<file path="config.mk">
export PLATFORM = sky130hd
export DESIGN_NAME = psrc_dist
export DESIGN_NICKNAME = d
export VERILOG_FILES = /design/src/hw/rtl/psrc_pkg.sv /design/src/hw/rtl/psrc_dist.sv
export SDC_FILE = /design/constraint.sdc
export NUM_CORES = 1
export LEC_CHECK = 0
export BUFFER_PORTS_ARGS = -buffer_cell sky130_fd_sc_hd__buf_2
export CORE_UTILIZATION = 30
export CTS_CLUSTER_DIAMETER = 40
export CTS_CLUSTER_SIZE = 10
export DETAILED_ROUTE_END_ITERATION = 7
export GPL_TIMING_DRIVEN = 0
export SLEW_MARGIN = 30
export SYNTH_ARGS = -nofsm -noshare
export SYNTH_HDL_FRONTEND = slang
export SYNTH_SLANG_ARGS = --single-unit
</file>
<file path="constraint.sdc">
create_clock -name clk -period 9.95 [get_ports clk]
set_input_delay 1.4925 -clock clk [delete_from_list [all_inputs] [get_ports clk]]
set_output_delay 1.4925 -clock clk [all_outputs]
set_load 0.005 [all_outputs]
</file>
<file path="src/hw/rtl/psrc_pkg.sv">
`default_nettype none

package psrc_pkg;

  // command codes
  localparam logic [2:0] OP_PUSH   = 3'd0;
  localparam logic [2:0] OP_POP    = 3'd1;
  localparam logic [2:0] OP_DELETE = 3'd2;
  localparam logic [2:0] OP_COUNT  = 3'd3;
  localparam logic [2:0] OP_SEARCH = 3'd4;
  localparam logic [2:0] OP_LENGTH = 3'd5;

  // status codes
  localparam logic [1:0] STAT_OK   = 2'd0;
  localparam logic [1:0] STAT_MISS = 2'd1;
  localparam logic [1:0] STAT_FULL = 2'd2;
  localparam logic [1:0] STAT_BAD  = 2'd3;

  localparam int unsigned WORD_W  = 32;
  localparam int unsigned VALUE_W = 7;
  localparam int unsigned RAD_W   = 24;
  localparam int unsigned LIM_W   = 2 * RAD_W;

  typedef enum logic [1:0] {
    CELL_HOLD,
    CELL_PUSH,      // take word from the cell above (cell 0 takes the new point)
    CELL_ROT,       // take word from the cell below, last cell wraps to cell 0
    CELL_ROT_PEND   // as CELL_ROT, but only cells at or behind the token
  } cell_mode_t;

  typedef struct packed {
    cell_mode_t mode;
    logic       pend_load;
    logic       pend_step;
  } cell_ctrl_t;

  typedef enum logic [2:0] {
    ST_IDLE,
    ST_WALK,
    ST_LIMIT,
    ST_ROTATE,
    ST_DRAIN,
    ST_CFIN,
    ST_RESP
  } state_t;

endpackage

`default_nettype wire

</file>
<file path="src/hw/rtl/psrc_dist.sv">
`default_nettype none

module psrc_dist #(
  parameter int unsigned CNT_W = 7
) (
  input  wire                          clk,
  input  wire                          rst_n,
  input  wire                          clr,
  input  wire                          feed_v,
  input  wire  [psrc_pkg::WORD_W-1:0]  word,
  input  wire  [31:0]                  lim_hi,
  output logic [CNT_W-1:0]             acc
);

  logic [15:0] x_abs, y_abs;
  logic [31:0] xsq_r, ysq_r;
  logic        s1_v_r;
  logic [32:0] d2;
  logic        in_circle;
  logic [CNT_W-1:0] acc_r, acc_nxt;

  // magnitude of a 16-bit two's complement half; -32768 maps to 0x8000
  assign x_abs = word[31] ? (~word[31:16] + 16'd1) : word[31:16];
  assign y_abs = word[15] ? (~word[15:0] + 16'd1) : word[15:0];

  always_ff @(posedge clk) begin
    xsq_r <= {16'd0, x_abs} * {16'd0, x_abs};
    ysq_r <= {16'd0, y_abs} * {16'd0, y_abs};
  end

  always_ff @(posedge clk) begin
    if (!rst_n) begin
      s1_v_r <= 1'b0;
    end else begin
      s1_v_r <= feed_v;
    end
  end

  // (d2 << 16) <= r*r  is the same as  d2 <= (r*r) >> 16
  assign d2        = {1'b0, xsq_r} + {1'b0, ysq_r};
  assign in_circle = d2 <= {1'b0, lim_hi};

  always_comb begin
    acc_nxt = acc_r;
    if (clr) begin
      acc_nxt = '0;
    end else if (s1_v_r && in_circle) begin
      acc_nxt = acc_r + CNT_W'(1);
    end
  end

  always_ff @(posedge clk) begin
    if (!rst_n) begin
      acc_r <= '0;
    end else begin
      acc_r <= acc_nxt;
    end
  end

  assign acc = acc_r;

endmodule

`default_nettype wire

</file>
==> flow_summary.json <==
{
  "status": "finished clean",
  "post-route-worst-setup-slack_ps": 344,
  "crit_type": "input pin to flop",
  "fin_crit_sh_pct": 96.5,
  "max_slew_margin_pct": 37.0,
  "tightestPinTransition_ps": 939,
  "placementRows": 90,
  "register_area_um2": 1400,
  "drtPass1Iterations": 4,
  "rr_startpoint": "xsq_r[3]",
  "maxCapViolations": 0,
  "yosysTopAreaCellShare_pct": 35.7,
  "synth_area_per_inst_um2": 8.79,
  "hold_viol": 0,
  "critical_path.startpoint": "word[0]",
  "timing.critical_path.to_type": "flop",
  "final_cell_area_um2": 20200,
  "gp_congestion": 0.859,
  "clk_sinks": 70,
  "clock_insertion_delay_worst_skew_ps": 340,
  "synth_enable_flop_cells": 0,
  "timing.hold.worst.start": "acc[3]",
  "multi_input_area_um2": 15100,
  "first_pass_grt_wire_length_mm": 68.9,
  "synthDominantAreaCellType": "sky130_fd_sc_hd__fa_1",
  "port_buf_inserts": 72,
  "postCtsHoldBufs": 0,
  "grt_pass1_vias": 14200,
  "timing.hold.ws_ps": 489,
  "nFillCells": 6385,
  "timing.final.crit_period_ps": 9610,
  "core_area_um2": 60400,
  "drt_iter0_drc": 685,
  "grt_start_max_net_pins": 13,
  "layoutNonFillerInstCount": 2978,
  "synthArstFlopShare_pct": 0,
  "synth_cell_types": 74,
  "dieWidth_um": 249,
  "ctsRootBufferMaster": "sky130_fd_sc_hd__clkbuf_16",
  "avgViaCountPerCell": 4.62,
  "postRouteAntennaNets": 0,
  "final_report_setup_violation_count": 0,
  "critPathMaxFanout": 9,
  "crit_required_ps": 10190,
  "fmax_mhz": 104,
  "clk_path_buf_depth": 2,
  "register_area_share_after_synthesis_pct": 7.64,
  "netlist_instances": 2088,
  "dr_total_vias": 13800,
  "hold_path_class": "flop to flop",
  "grt.overflow.total": 0,
  "synth_top_flop_cell": "sky130_fd_sc_hd__dfxtp_1",
  "endpoint_arrival_time_on_the_critical_path_ps": 9840,
  "crit_path_frequent_cell": "sky130_fd_sc_hd__fa_1",
  "final_max_slew_viol_count": 0,
  "worstSetupStartpointType": "input pin",
  "dpl_cell_area_um2": 19800,
  "rsz0062_at_grt": "false",
  "drt-wirelength-per-cell_um": 13.5,
  "grt_antenna_before_repair": 0,
  "cts_tree": "yes",
  "dpl_worst_slack_ps": -712,
  "number_of_storage_elements_in_the_synthesis_netlist": 70,
  "wl_mm": 40.2,
  "yosys_warnings": 0,
  "fp.dieH_um": 249,
  "die_area_um2": 62200,
  "area_grow_syn2layout_pct": 10.1,
  "critPathMaxStageDelay_ps": 600,
  "antenna_cells": 0,
  "worst_setup_hold_path_clk_slew_ps": 60,
  "placed_cells": 2962,
  "critical_path.slowest_cell": "sky130_fd_sc_hd__or4_1",
  "synth_area_um2": 18400,
  "floorplan.initialDensity_pct": 30.4,
  "globalRouteTotalUtil_pct": 13.6,
  "post_route_cells_drive_above_1_share_pct": 6.15,
  "pin_count": 75,
  "numCtsBuffers": 9,
  "clock_tree.htree_level_count": 3,
  "dp_hpwl_mm": 35.4,
  "design.final.nets": 2848,
  "setup_skew_after_layout_ps": 5.64,
  "synth.cells.most_frequent": "sky130_fd_sc_hd__inv_1 (502), sky130_fd_sc_hd__fa_1 (327), sky130_fd_sc_hd__ha_1 (261), sky130_fd_sc_hd__nand2_1 (177), sky130_fd_sc_hd__nor2_1 (157)",
  "drc_errors": 0,
  "synthMostInstantiatedCell": "sky130_fd_sc_hd__inv_1",
  "synth.area.top_cells": "sky130_fd_sc_hd__fa_1 (36%), sky130_fd_sc_hd__ha_1 (18%), sky130_fd_sc_hd__inv_1 (10%)"
}
stage by stage:
step,utilization (%),setup TNS [ps]
CTS,33.4,0
global placement,32.8,-6690
finish,33.5,0
detailed placement,32.8,-5630
global route,33.5,0
floorplan,-,0
metal layers:
| metal | vias up | wire length, µm | track usage [%] |
|---|---|---|---|
| li1 | 6714 | - | - |
| met1 | 6765 | 18900 | 18.8 |
| met2 | 259 | 18800 | 22.7 |
| met3 | 24 | 2320 | 2.75 |
| met4 | 0 | 263 | 1.29 |
| met5 | - | 0 | 0 |
cells by family (layout without fill, tap and decap cells):
logic type | Yosys count | in the layout | share of synthesized area (%)
adders and majority gates | 588 | 588 | 53.5
buffers and inverters | 554 | 642 | 11.4
and+or+nand+nor | 450 | 450 | 10.8
AOI/OAI and AO/OA | 298 | 298 | 10.5
xor gates and xnor gates | 124 | 124 | 6.04
DFF | 70 | 70 | 7.64
other | 2 | 22 | 0.0409
muxes | 2 | 2 | 0.116
registers in the layout, summed over array words and instances (netlist names):
name    flops
xsq_r      31
acc         7
ysq_r      31
s1_v_r      1
repair_timing:
item | 4_1_cts | 5_1_grt
gates resized for setup | 5 | 12
endpoints found under the setup margin | 8 | 15
pin swaps | 0 | 1
buffers inserted | 0 | 2
cloned | 0 | 0
worst max-delay path, delay by kind of cell:
| family | cells | cell delay (ps) |
|---|---|---|
| AO/OA/AOI/OAI | 7 | 1670 |
| XOR/XNOR | 1 | 450 |
| adder cells (fa/ha/maj) | 7 | 3290 |
| buffers and inverters | 8 | 740 |
| AND/OR/NAND/NOR | 7 | 2190 |
worst paths after layout:
kind | endpoint | slack, ps | cells past startpoint
worst min-delay path | acc[3] | 490 | 2
worst min register to register | acc[3] | 490 | 2
worst max register to register | acc[5] | 4340 | 21
worst max-delay path | ysq_r[31] | 340 | 30
area by class of cell:
cell class | count | area share (%)
plain buffers | 30 | 0.594
clock buffers | 9 | 1.11
clock inverters | 6 | 0.433
inverters | 523 | 9.77
multi-input cells | 1484 | 74.5
flip-flops and latches | 70 | 6.93
well taps | 782 | 4.84
repair buffers | 74 | 1.86
layout by cell type, fill, tap and decap left out, drive strengths merged, types with 21 or more instances in the layout:
cell type and n:
a21o 58, a21oi 94, buf 76, clkbuf 37
conb 22, dfxtp 70, fa 327, ha 261
inv 514, nand2 177, nand3 21, nor2 158
o21ai 55, xnor2 88, xor2 36
Power is not shown: default switching activity piles up to over one toggle a cycle in this logic, so the estimate is an artifact.
