[src/hw/rtl/psrc_pkg.sv]
`default_nettype none

package psrc_pkg;

  // command codes
  localparam logic [2:0] OP_PUSH   = 3'd0;
  localparam logic [2:0] OP_POP    = 3'd1;
  localparam logic [2:0] OP_DELETE = 3'd2;
  localparam logic [2:0] OP_COUNT  = 3'd3;
  localparam logic [2:0] OP_SEARCH = 3'd4;
  localparam logic [2:0] OP_LENGTH = 3'd5;

  // status codes
  localparam logic [1:0] STAT_OK   = 2'd0;
  localparam logic [1:0] STAT_MISS = 2'd1;
  localparam logic [1:0] STAT_FULL = 2'd2;
  localparam logic [1:0] STAT_BAD  = 2'd3;

  localparam int unsigned WORD_W  = 32;
  localparam int unsigned VALUE_W = 7;
  localparam int unsigned RAD_W   = 24;
  localparam int unsigned LIM_W   = 2 * RAD_W;

  typedef enum logic [1:0] {
    CELL_HOLD,
    CELL_PUSH,      // take word from the cell above (cell 0 takes the new point)
    CELL_ROT,       // take word from the cell below, last cell wraps to cell 0
    CELL_ROT_PEND   // as CELL_ROT, but only cells at or behind the token
  } cell_mode_t;

  typedef struct packed {
    cell_mode_t mode;
    logic       pend_load;
    logic       pend_step;
  } cell_ctrl_t;

  typedef enum logic [2:0] {
    ST_IDLE,
    ST_WALK,
    ST_LIMIT,
    ST_ROTATE,
    ST_DRAIN,
    ST_CFIN,
    ST_RESP
  } state_t;

endpackage

`default_nettype wire

[src/hw/rtl/psrc_cell.sv]
`default_nettype none

module psrc_cell (
  input  wire                               clk,
  input  wire                               rst_n,
  input  wire  psrc_pkg::cell_ctrl_t        ctrl,
  input  wire  [psrc_pkg::WORD_W-1:0]       key,
  input  wire  [psrc_pkg::WORD_W-1:0]       prev_word,
  input  wire  [psrc_pkg::WORD_W-1:0]       next_word,
  input  wire                               prev_pend,
  output logic [psrc_pkg::WORD_W-1:0]       word,
  output logic                              pend,
  output logic                              hit
);

  logic [psrc_pkg::WORD_W-1:0] word_r;
  logic                        pend_r;

  always_ff @(posedge clk) begin
    case (ctrl.mode)
      psrc_pkg::CELL_PUSH:     word_r <= prev_word;
      psrc_pkg::CELL_ROT:      word_r <= next_word;
      psrc_pkg::CELL_ROT_PEND: begin
        if (pend_r) begin
          word_r <= next_word;
        end
      end
      default:                 word_r <= word_r;
    endcase
  end

  // thermometer of cells the search token has not yet passed
  always_ff @(posedge clk) begin
    if (!rst_n) begin
      pend_r <= 1'b0;
    end else if (ctrl.pend_load) begin
      pend_r <= 1'b1;
    end else if (ctrl.pend_step) begin
      pend_r <= prev_pend;
    end
  end

  assign word = word_r;
  assign pend = pend_r;
  // token sits here when this cell is pending and the one above is not
  assign hit  = pend_r & ~prev_pend & (word_r == key);

endmodule

`default_nettype wire

[config.mk]
export PLATFORM = sky130hd
export DESIGN_NAME = psrc_cell
export DESIGN_NICKNAME = d
export VERILOG_FILES = /design/src/hw/rtl/psrc_pkg.sv /design/src/hw/rtl/psrc_cell.sv
export SDC_FILE = /design/constraint.sdc
export NUM_CORES = 1
export LEC_CHECK = 0
export BUFFER_PORTS_ARGS = -buffer_cell sky130_fd_sc_hd__clkbuf_2
export CORE_AREA = 2 2 79 73
export CTS_CLUSTER_SIZE = 40
export DETAILED_ROUTE_END_ITERATION = 8
export DIE_AREA = 0 0 81 75
export GPL_TIMING_DRIVEN = 0
export PLACE_DENSITY = 0.69
export SYNTH_ARGS = -nofsm -noshare
export SYNTH_HDL_FRONTEND = slang
export SYNTH_SLANG_ARGS = --single-unit
[constraint.sdc]
create_clock -name clk -period 3.05 [get_ports clk]
set_clock_uncertainty 0.1 [all_clocks]
set_input_delay 0.1525 -clock clk [delete_from_list [all_inputs] [get_ports clk]]
set_output_delay 0.1525 -clock clk [all_outputs]
set_load 0.01 [all_outputs]
==> flow_results.org, run 1 <==
** Outcome
- The flow ran to the end, and the final reports show no timing, DRC or antenna violations.

** Logic synthesis
- Unique masters post-synth :: 19
- Average cell area after synthesis :: 14.8 sq um
- During synthesis, Yosys emitted a total of 0 warnings.
- Count of mapped cells out of synthesis :: 121
- Top-area cell type share of the netlist area :: 0.538
- By area the synthesized netlist is led by edfxtp_1, mux2_2, xor2_1.
- Net count after synthesis :: 226
- The synthesized design spends more area on one cell type than any other, namely edfxtp_1.
- Synthesis inferred 33 register bits.
- Syn Std Cell Area :: 1790 sq um
- Portion of the post-synthesis area used by sequential elements :: 0.549

** Place
- Total of buffers placed on input and output ports :: 136
- Timing analysis after detailed placement gives a worst setup slack of 1160 ps.
- Once detailed placement completed, the half-perimeter wirelength came to 3860 um.
- At the end of routability-driven placement, the weighted congestion stood at 0.715.
- The placed instances occupy a cell area of 2590 sq um.

** Final layout
- With fillers left out, the area of the finished cells amounts to 2700 sq um.
- Compared with the post-synthesis result, the final layout area differs by 51.2%.
- Most common cell after layout, fill and taps aside :: clkbuf_2
- At the end of the flow, the number of nets in the layout was 372.
- The top cell types in the final layout, fill and taps aside, are clkbuf_2, edfxtp_1, mux2_2, xor2_1, nor4_1.
- In the final layout, flip-flops and latches occupy 981 sq um.
- Share of post-route cells with drive strength above 1 :: 0.668
- Area taken by multi-input logic gates :: 787 sq um
- Fill count :: 485
- Total inserted antenna cells :: 0

** Detailed routing
- Across all layers, the routed design uses 1508 vias.
- WL per Instance :: 13.8 um
- DRT antenna net count :: 0
- The pre-antenna-repair detailed-routing pass consisted of 2 iterations.
- DRC marker count from the first detailed-route iteration :: 51
- # DRC :: 0
- Dividing the detail-routed via count by the number of cells gives 4.50.
- Final wirelength :: 4620 um

** Timing
- Setup repair after global routing left no endpoint under its margin.
- Setup violations remaining at the end of the flow were counted as 0.
- The max-slew violation count is 0.
- Final-layout setup total negative slack :: 0 ps
- The worst path in the final design needs a cycle of 2110 ps, including I/O delays and setup.
- In this run the tightest slew margin relative to its limit is 0.502.
- Pin slew with the least headroom to its limit :: 731 ps
- In the post-route analysis, the smallest setup slack over all paths is 940 ps.
- Hold timing on the final database bottoms out at a slack of 59.6 ps.
- Part of the cycle the worst path needs :: 0.692
- The number of endpoints with negative hold slack in the final report came to 0.
- Static timing analysis puts the maximum clock frequency at 474 MHz.

** Setup path
- The worst register-to-register path begins at pend$_SDFFE_PN0P_.
- Critical Path, Cell by Cell :: xor2_1 > nor4_1 > nand4_1 > nor3_2 > clkbuf_2
- Worst-path cell with the longest stage delay :: nor4_1
- Arrival time at the worst endpoint :: 1860 ps
- Crit Path Max Fanout :: 2
- The critical path in this run is classified as reg2out.
- Crit path launch type :: flop
- On the worst path, the slowest cell contributes a delay of 450 ps.
- At the worst endpoint, the required time is 2800 ps.
- STA classifies the critical path endpoint as a primary output.
- The critical path starts at word[30]$_DFFE_PP_.

** Clock tree
- Reg clk slew, reported paths :: 70 ps
- In this run the number of H-tree levels came out at 2.
- Cts repair resizes :: 0
- TritonCTS built the clock tree.
- Number of buffers inserted by post-CTS setup repair :: 0
- The clock passes through at most 2 buffers.
- Cell at the root of the clock tree :: clkbuf_8
- The later pin in the worst-skew pair is clocked with a latency of 270 ps.
- Buffers inserted during clock tree synthesis total 5.
- The clock net in this run drives a total of 33 sinks.

** Global route
- Number of antenna violations at the first check in global routing :: 0
- Largest net degree at the start of global routing :: 18
- Wire length of the first global-routing pass :: 6910 um
- For this run, the total global-route usage over all layers was measured as 0.156.
- The via count of the first global-routing pass was 1575.
- In the global route stage, met2 resource usage came out at 0.290.
- In the global route stage, met3 resource usage came out at 0.0695.
- For this run, global-route usage on met1 was measured as 0.159.
- Sum of overflow across all layers after global routing :: 0
- Global routing's busiest layer :: met2

** Run
- Max-cap violations in this run came to 0.

** Worst hold path
- Critical hold path startpoint :: next_word[1]
- The worst hold path belongs to the class in2reg.

** Floorplan
- Die boundary width :: 81 um
- In this run the standard cell core region covers 5190 sq um.
- Die outline area :: 6080 sq um
- From bottom edge to top edge, the die measures 75 um.
- 137 I/O pins were placed.
- Starting density of the core :: 0.344
- Core Rows :: 25

** Power
- Peak supply drop :: 0.272 mV
- The completed layout was analyzed and its total power is 1220 uW.
- PD cells :: 452 nW/um^2
- Leakage :: 0.00127 uW
[layer usage]
layer / vias to the layer above / wire, um
met2: 83 / 2400
met1: 681 / 1650
met3: 5 / 513
met4: 0 / 56
li1: 739 / -
met5: - / 0
[flip-flops by register name (all words and copies together), names as in the netlist]
name	cells
word	32
pend	1
[worst paths after layout]
kind                   endpoint  slack [ps]  cells after the start
max reg2reg  word[13]$_DFFE_PP_        1440                      3
min           word[1]$_DFFE_PP_          60                      2
min reg2reg   word[9]$_DFFE_PP_         790                      2
max                         hit         940                      5
[synth_stat cells]
library cell and count:
nor3_1 1, nand4_1 2, dfxtp_1 1, nor3_2 1, nor4_1 7, edfxtp_1 32
nand2_1 1, nor2_2 1, xnor2_1 3, ha_1 2, xor2_1 29, mux2i_1 1
o21ai_0 1, buf_4 3, inv_1 2, o21a_1 1, mux2_2 30, mux2_1 2
nand3_1 1
[power breakdown]
group	total [uW]	internal, uW	switching [uW]	leakage [uW]
logic	295	160	135	0.000902
registers	593	563	30.2	0.000320
clock network	333	184	149	0.0000455
[metrics by stage]
| step | std cells | util |
|---|---|---|
| after floorplan | 121 | - |
| after global placement | 324 | 0.491 |
| after detailed placement | 325 | 0.499 |
| after CTS | 335 | 0.520 |
| after global routing | 335 | 0.520 |
| final | 335 | 0.520 |
[cells by family (layout without fill, tap and decap cells)]
logic type                 count (synthesis)  in the layout  share of synthesized area
AOI/OAI and AO/OA                          2              2                    0.00701
xor gates and xnor gates                  32             32                      0.157
adders and majority gates                  2              2                     0.0140
buffers and inverters                      5            152                     0.0168
DFF                                       33             33                      0.549
muxes                                     33             33                      0.207
and+or+nand+nor                           14             14                     0.0483
[layout make-up]
type / instances / area share
Timing Repair Buffer: 139 / 0.270
Clock buffer: 8 / 0.0334
Sequential cell: 33 / 0.363
Tap cell: 67 / 0.0310
Inverter: 2 / 0.00278
Multi-Input combinational cell: 83 / 0.291
Buffer: 3 / 0.00834
[repair_timing]
action | CTS | global route
hold buffers | 2 | 0
endpoints found under the hold margin | 1 | 0
setup endpoints to repair | 0 | 0
[critical path, delay by kind of cell (launching register included)]
family / cells / cell delay [ps]
buffers and inverters: 1 / 170
flip-flops: 1 / 410
XOR/XNOR: 1 / 160
AND/OR/NAND/NOR: 3 / 850
No activity file was read; power rests on OpenSTA's default activity.
==> run 2: changes to the inputs <==
--- a/config.mk
+++ b/config.mk
@@ -5,13 +5,14 @@
 export SDC_FILE = /design/constraint.sdc
 export NUM_CORES = 1
 export LEC_CHECK = 0
+export ABC_AREA = 1
 export BUFFER_PORTS_ARGS = -buffer_cell sky130_fd_sc_hd__clkbuf_2
-export CORE_AREA = 2 2 79 73
+export CORE_AREA = 2 2 86 80
 export CTS_CLUSTER_SIZE = 40
 export DETAILED_ROUTE_END_ITERATION = 8
-export DIE_AREA = 0 0 81 75
+export DIE_AREA = 0 0 88 82
 export GPL_TIMING_DRIVEN = 0
-export PLACE_DENSITY = 0.69
+export PLACE_DENSITY = 0.66
 export SYNTH_ARGS = -nofsm -noshare
 export SYNTH_HDL_FRONTEND = slang
 export SYNTH_SLANG_ARGS = --single-unit
==> constraint.sdc (replaced) <==
create_clock -name clk -period 2 [get_ports clk]
set_clock_uncertainty 0.1 [all_clocks]
set_input_delay 0.1 -clock clk [delete_from_list [all_inputs] [get_ports clk]]
set_output_delay 0.1 -clock clk [all_outputs]
set_load 0.01 [all_outputs]
==> run 2 against run 1 <==
  * Sequential cell count unchanged
  * Count of clock-buffer cells in the layout unchanged
  * Synthesized cell count increased by 79%
  * Sequential power grew 52%
  * Largest cell class is now multi-input gates
  * Largest power group unchanged
  * Highest routed layer unchanged
==> flow_results.org, run 2 <==
** Power
- The total power divided by cell area came to 625 nW/um^2 (+38%).
- The leakage power is 0.00169 uW (+33%).
- Peak supply drop :: 0.253 mV (-6.9%)

** Setup path
- Crit Path Max Fanout :: 3 (+1)
- The worst path arrival time is 1490 ps (-370 ps).
- The required time reported for the critical path endpoint was 1800 ps (-1000 ps).
- The worst-case register-to-register setup slack was 770 ps (-670 ps).
- STA classifies the critical path endpoint as a primary output.
- Critical setup path kind :: reg2out
- STA classifies the critical path startpoint as a flop.

** Timing
- Worst slack on hold paths :: 11.6 ps (-48.0 ps)
- The setup slack of the critical path after layout was 306 ps (-634 ps).
- The setup total negative slack is 0 ps (unchanged).
- Max Fclk :: 590 MHz
- Part of the cycle the worst path needs :: 0.847
- The routed design could run at a clock period as short as 1690 ps.
- The final number of setup-violating endpoints was 0 (unchanged).
- The number of endpoints with negative hold slack in the final report came to 0 (unchanged).
- Count of pins over their slew limit :: 0 (unchanged)
- The worst relative slew slack was 0.839 (+0.337).
- Pin slew with the least headroom to its limit :: 241 ps (-490 ps)
- Setup repair after global routing left no endpoint under its margin.

** Logic synthesis
- The commonest cells after synthesis are nand2_1, inv_1, edfxtp_1.
- The Yosys warning count is 0 (unchanged).
- Syn Std Cell Area :: 2150 sq um (+20%)
- Count of mapped cells out of synthesis :: 216 (+79%)
- Primary FF master, synth :: edfxtp_1
- Unique masters post-synth :: 20 (+1)
- Top-count cell post-synth :: nand2_1
- Share of synthesized registers carrying an async set or reset :: 0 (unchanged)
- The synthesized net count is 321 (+42%).
- The post-synthesis area per instance is 9.95 sq um (-33%).
- The number of enable flip-flop cells after synthesis was 32 (unchanged).
- The number of flip-flops and latches in the synthesized netlist came to 33 (unchanged).
- The largest total area in the synthesized netlist belongs to edfxtp_1.
- The area share of the largest cell type after synthesis was 0.447 (-0.0909).
- Most area-consuming cells after synthesis :: edfxtp_1, mux2_4, nand2_1
- The sequential cell area fraction in the yosys report came to 0.457 (-0.0928).

** Detailed routing
- Via count normalized by instance count :: 4.10 (-9.0%)
- DRC marker count from the first detailed-route iteration :: 56 (+9.8%)
- The remaining number of nets flagged by the antenna check after routing is 0 (unchanged).
- Final wirelength :: 5420 um (+17%)
- The length of the first detailed-routing pass in iterations came to 4 (+2).
- Number of vias in the routed layout :: 1852 (+23%)
- The DRC violation count after routing came to 0 (unchanged).
- The per-cell routed wire length is 12.0 um (-13%).

** Final layout
- The number of fill cells was 626 (+29%).
- From synthesis to final layout, the design area changed by 42.6%.
- The post-layout net count was 466 (+25%).
- In the layout the commonest cells are clkbuf_2, nand2_1, inv_1, edfxtp_1, mux2_4.
- The post-route core utilization was 0.483 (-0.0370).
- The layout cell share with drive strength beyond 1 came to 0.497 (-0.171).
- Total inserted antenna cells :: 0 (unchanged)
- Leaving out fill and tap cells, the most frequent cell in the layout is clkbuf_2.
- The number of flip-flops under the largest register name was 32 (unchanged).

** Floorplan
- The number of rows created at floorplan was 28 (+12%).
- The number of top-level design ports is 137 (unchanged).
- The placeable core region is 6340 sq um (+22%).
- The floorplan die area was 7220 sq um (+19%).
- The die height came to 82 um (+9.3%).
- The initial standard-cell utilization of the core is 0.339 (-0.00506).
- The die outline width is 88 um (+8.6%).

** Global route
- The total congestion overflow after global routing was 0 (unchanged).
- The via count of the first global-routing pass is 1729 (+9.8%).
- The first-pass GRT wire length was 8000 um (+16%).
- Largest net degree at the start of global routing :: 30 (+12)
- Number of antenna violations at the first check in global routing :: 0 (unchanged)
- The total routing resource utilization after global routing came to 0.151 (-0.00485).

** Place
- Total of buffers placed on input and output ports :: 136 (unchanged)
- HPWL Detailed :: 4370 um (+13%)
- The final weighted congestion in routability-driven placement is 0.771 (+7.7%).
- Worst slack, placed :: 365 ps (-793 ps)

** Clock tree
- Max H-tree Level :: 2 (unchanged)
- Clock insertion delay at the later pin of the skew report :: 280 ps (about the same)
- Number of sinks on the clock net :: 33 (unchanged)
- Clock tree from TritonCTS :: yes
- The number of buffers inserted by post-CTS setup repair came to 0 (unchanged).
- The buffer depth of the longest clock path came to 2 (unchanged).
- Num CTS Buffers :: 5 (unchanged)
- The tree is rooted in a clkbuf_8.
- The clock transition at the register clock pins on the worst setup and hold paths after CTS is 70 ps (about the same).

** Worst hold path
- The worst hold path belongs to the class in2reg.

** Outcome
- The flow ran to the end, and the final reports show no timing, DRC or antenna violations.

** Run
- The number of maximum-capacitance constraint violations was 0 (unchanged).
==> run 2: routing by layer <==
metal / up-vias / global-route usage / part of all wire
li1: 979 / - / -
met1: 781 / 0.190 / 0.44
met2: 82 / 0.252 / 0.48
met3: 10 / 0.0362 / 0.069
met4: 0 / 0.0569 / 0.019
met5: - / 0 / 0
==> run 2: logic make-up after synthesis <==
kind of cell / synth area share
compound gates: 0.0186
buf+inv: 0.0874
xor+xnor: 0.0367
simple gates: 0.169
fa+ha+maj: 0.0116
mux: 0.220
flops: 0.457
==> run 2: worst paths after layout <==
path                                     endpoint  cells past startpoint         startpoint
worst max-delay path                          hit                      7  word[3]$_DFFE_PP_
worst min-delay path            pend$_SDFFE_PN0P_                      3            ctrl[0]
worst max register to register  word[0]$_DFFE_PP_                      3  pend$_SDFFE_PN0P_
worst min register to register  pend$_SDFFE_PN0P_                      3  pend$_SDFFE_PN0P_
==> run 2: what timing repair did <==
item | CTS | global route
endpoints found under the hold margin | 1 | 0
hold buffers | 1 | 0
setup endpoints to repair | 0 | 0
resized for setup | 0 | 0
==> run 2: per-stage QoR <==
| step | instance area, sq um | power, uW | std cells |
|---|---|---|---|
| floorplan | 2150 | 1210 | 216 |
| global placement | 2950 | 1430 | 442 |
| detailed placement | 2970 | 1450 | 443 |
| CTS | 3060 | 1940 | 452 |
| global route | 3060 | 2030 | 452 |
| finish | 3060 | 1910 | 452 |
==> run 2: worst max-delay path, stage by stage (launching register included) <==
cell and delay [ps]:
edfxtp_1 410, nand2_1 100, o21ai_0 70, or2_1 240, nor2_1 90, nand3_1 60, nor2_1 100, clkbuf_2 140
==> run 2: area by class of cell <==
type / instances / area (sq um) / share of cell area
tap: 90 / 113 / 0.0368
buffer: 3 / 45.0 / 0.0147
timing repair buffer: 138 / 711 / 0.232
multi-input combinational: 142 / 991 / 0.324
inverter: 38 / 143 / 0.0466
sequential: 33 / 981 / 0.320
clock buffer: 8 / 80.1 / 0.0261
==> run 2: report_power, final <==
group | internal, uW | switching (uW)
logic | 286 | 244
clock network | 247 | 235
registers | 854 | 47.7
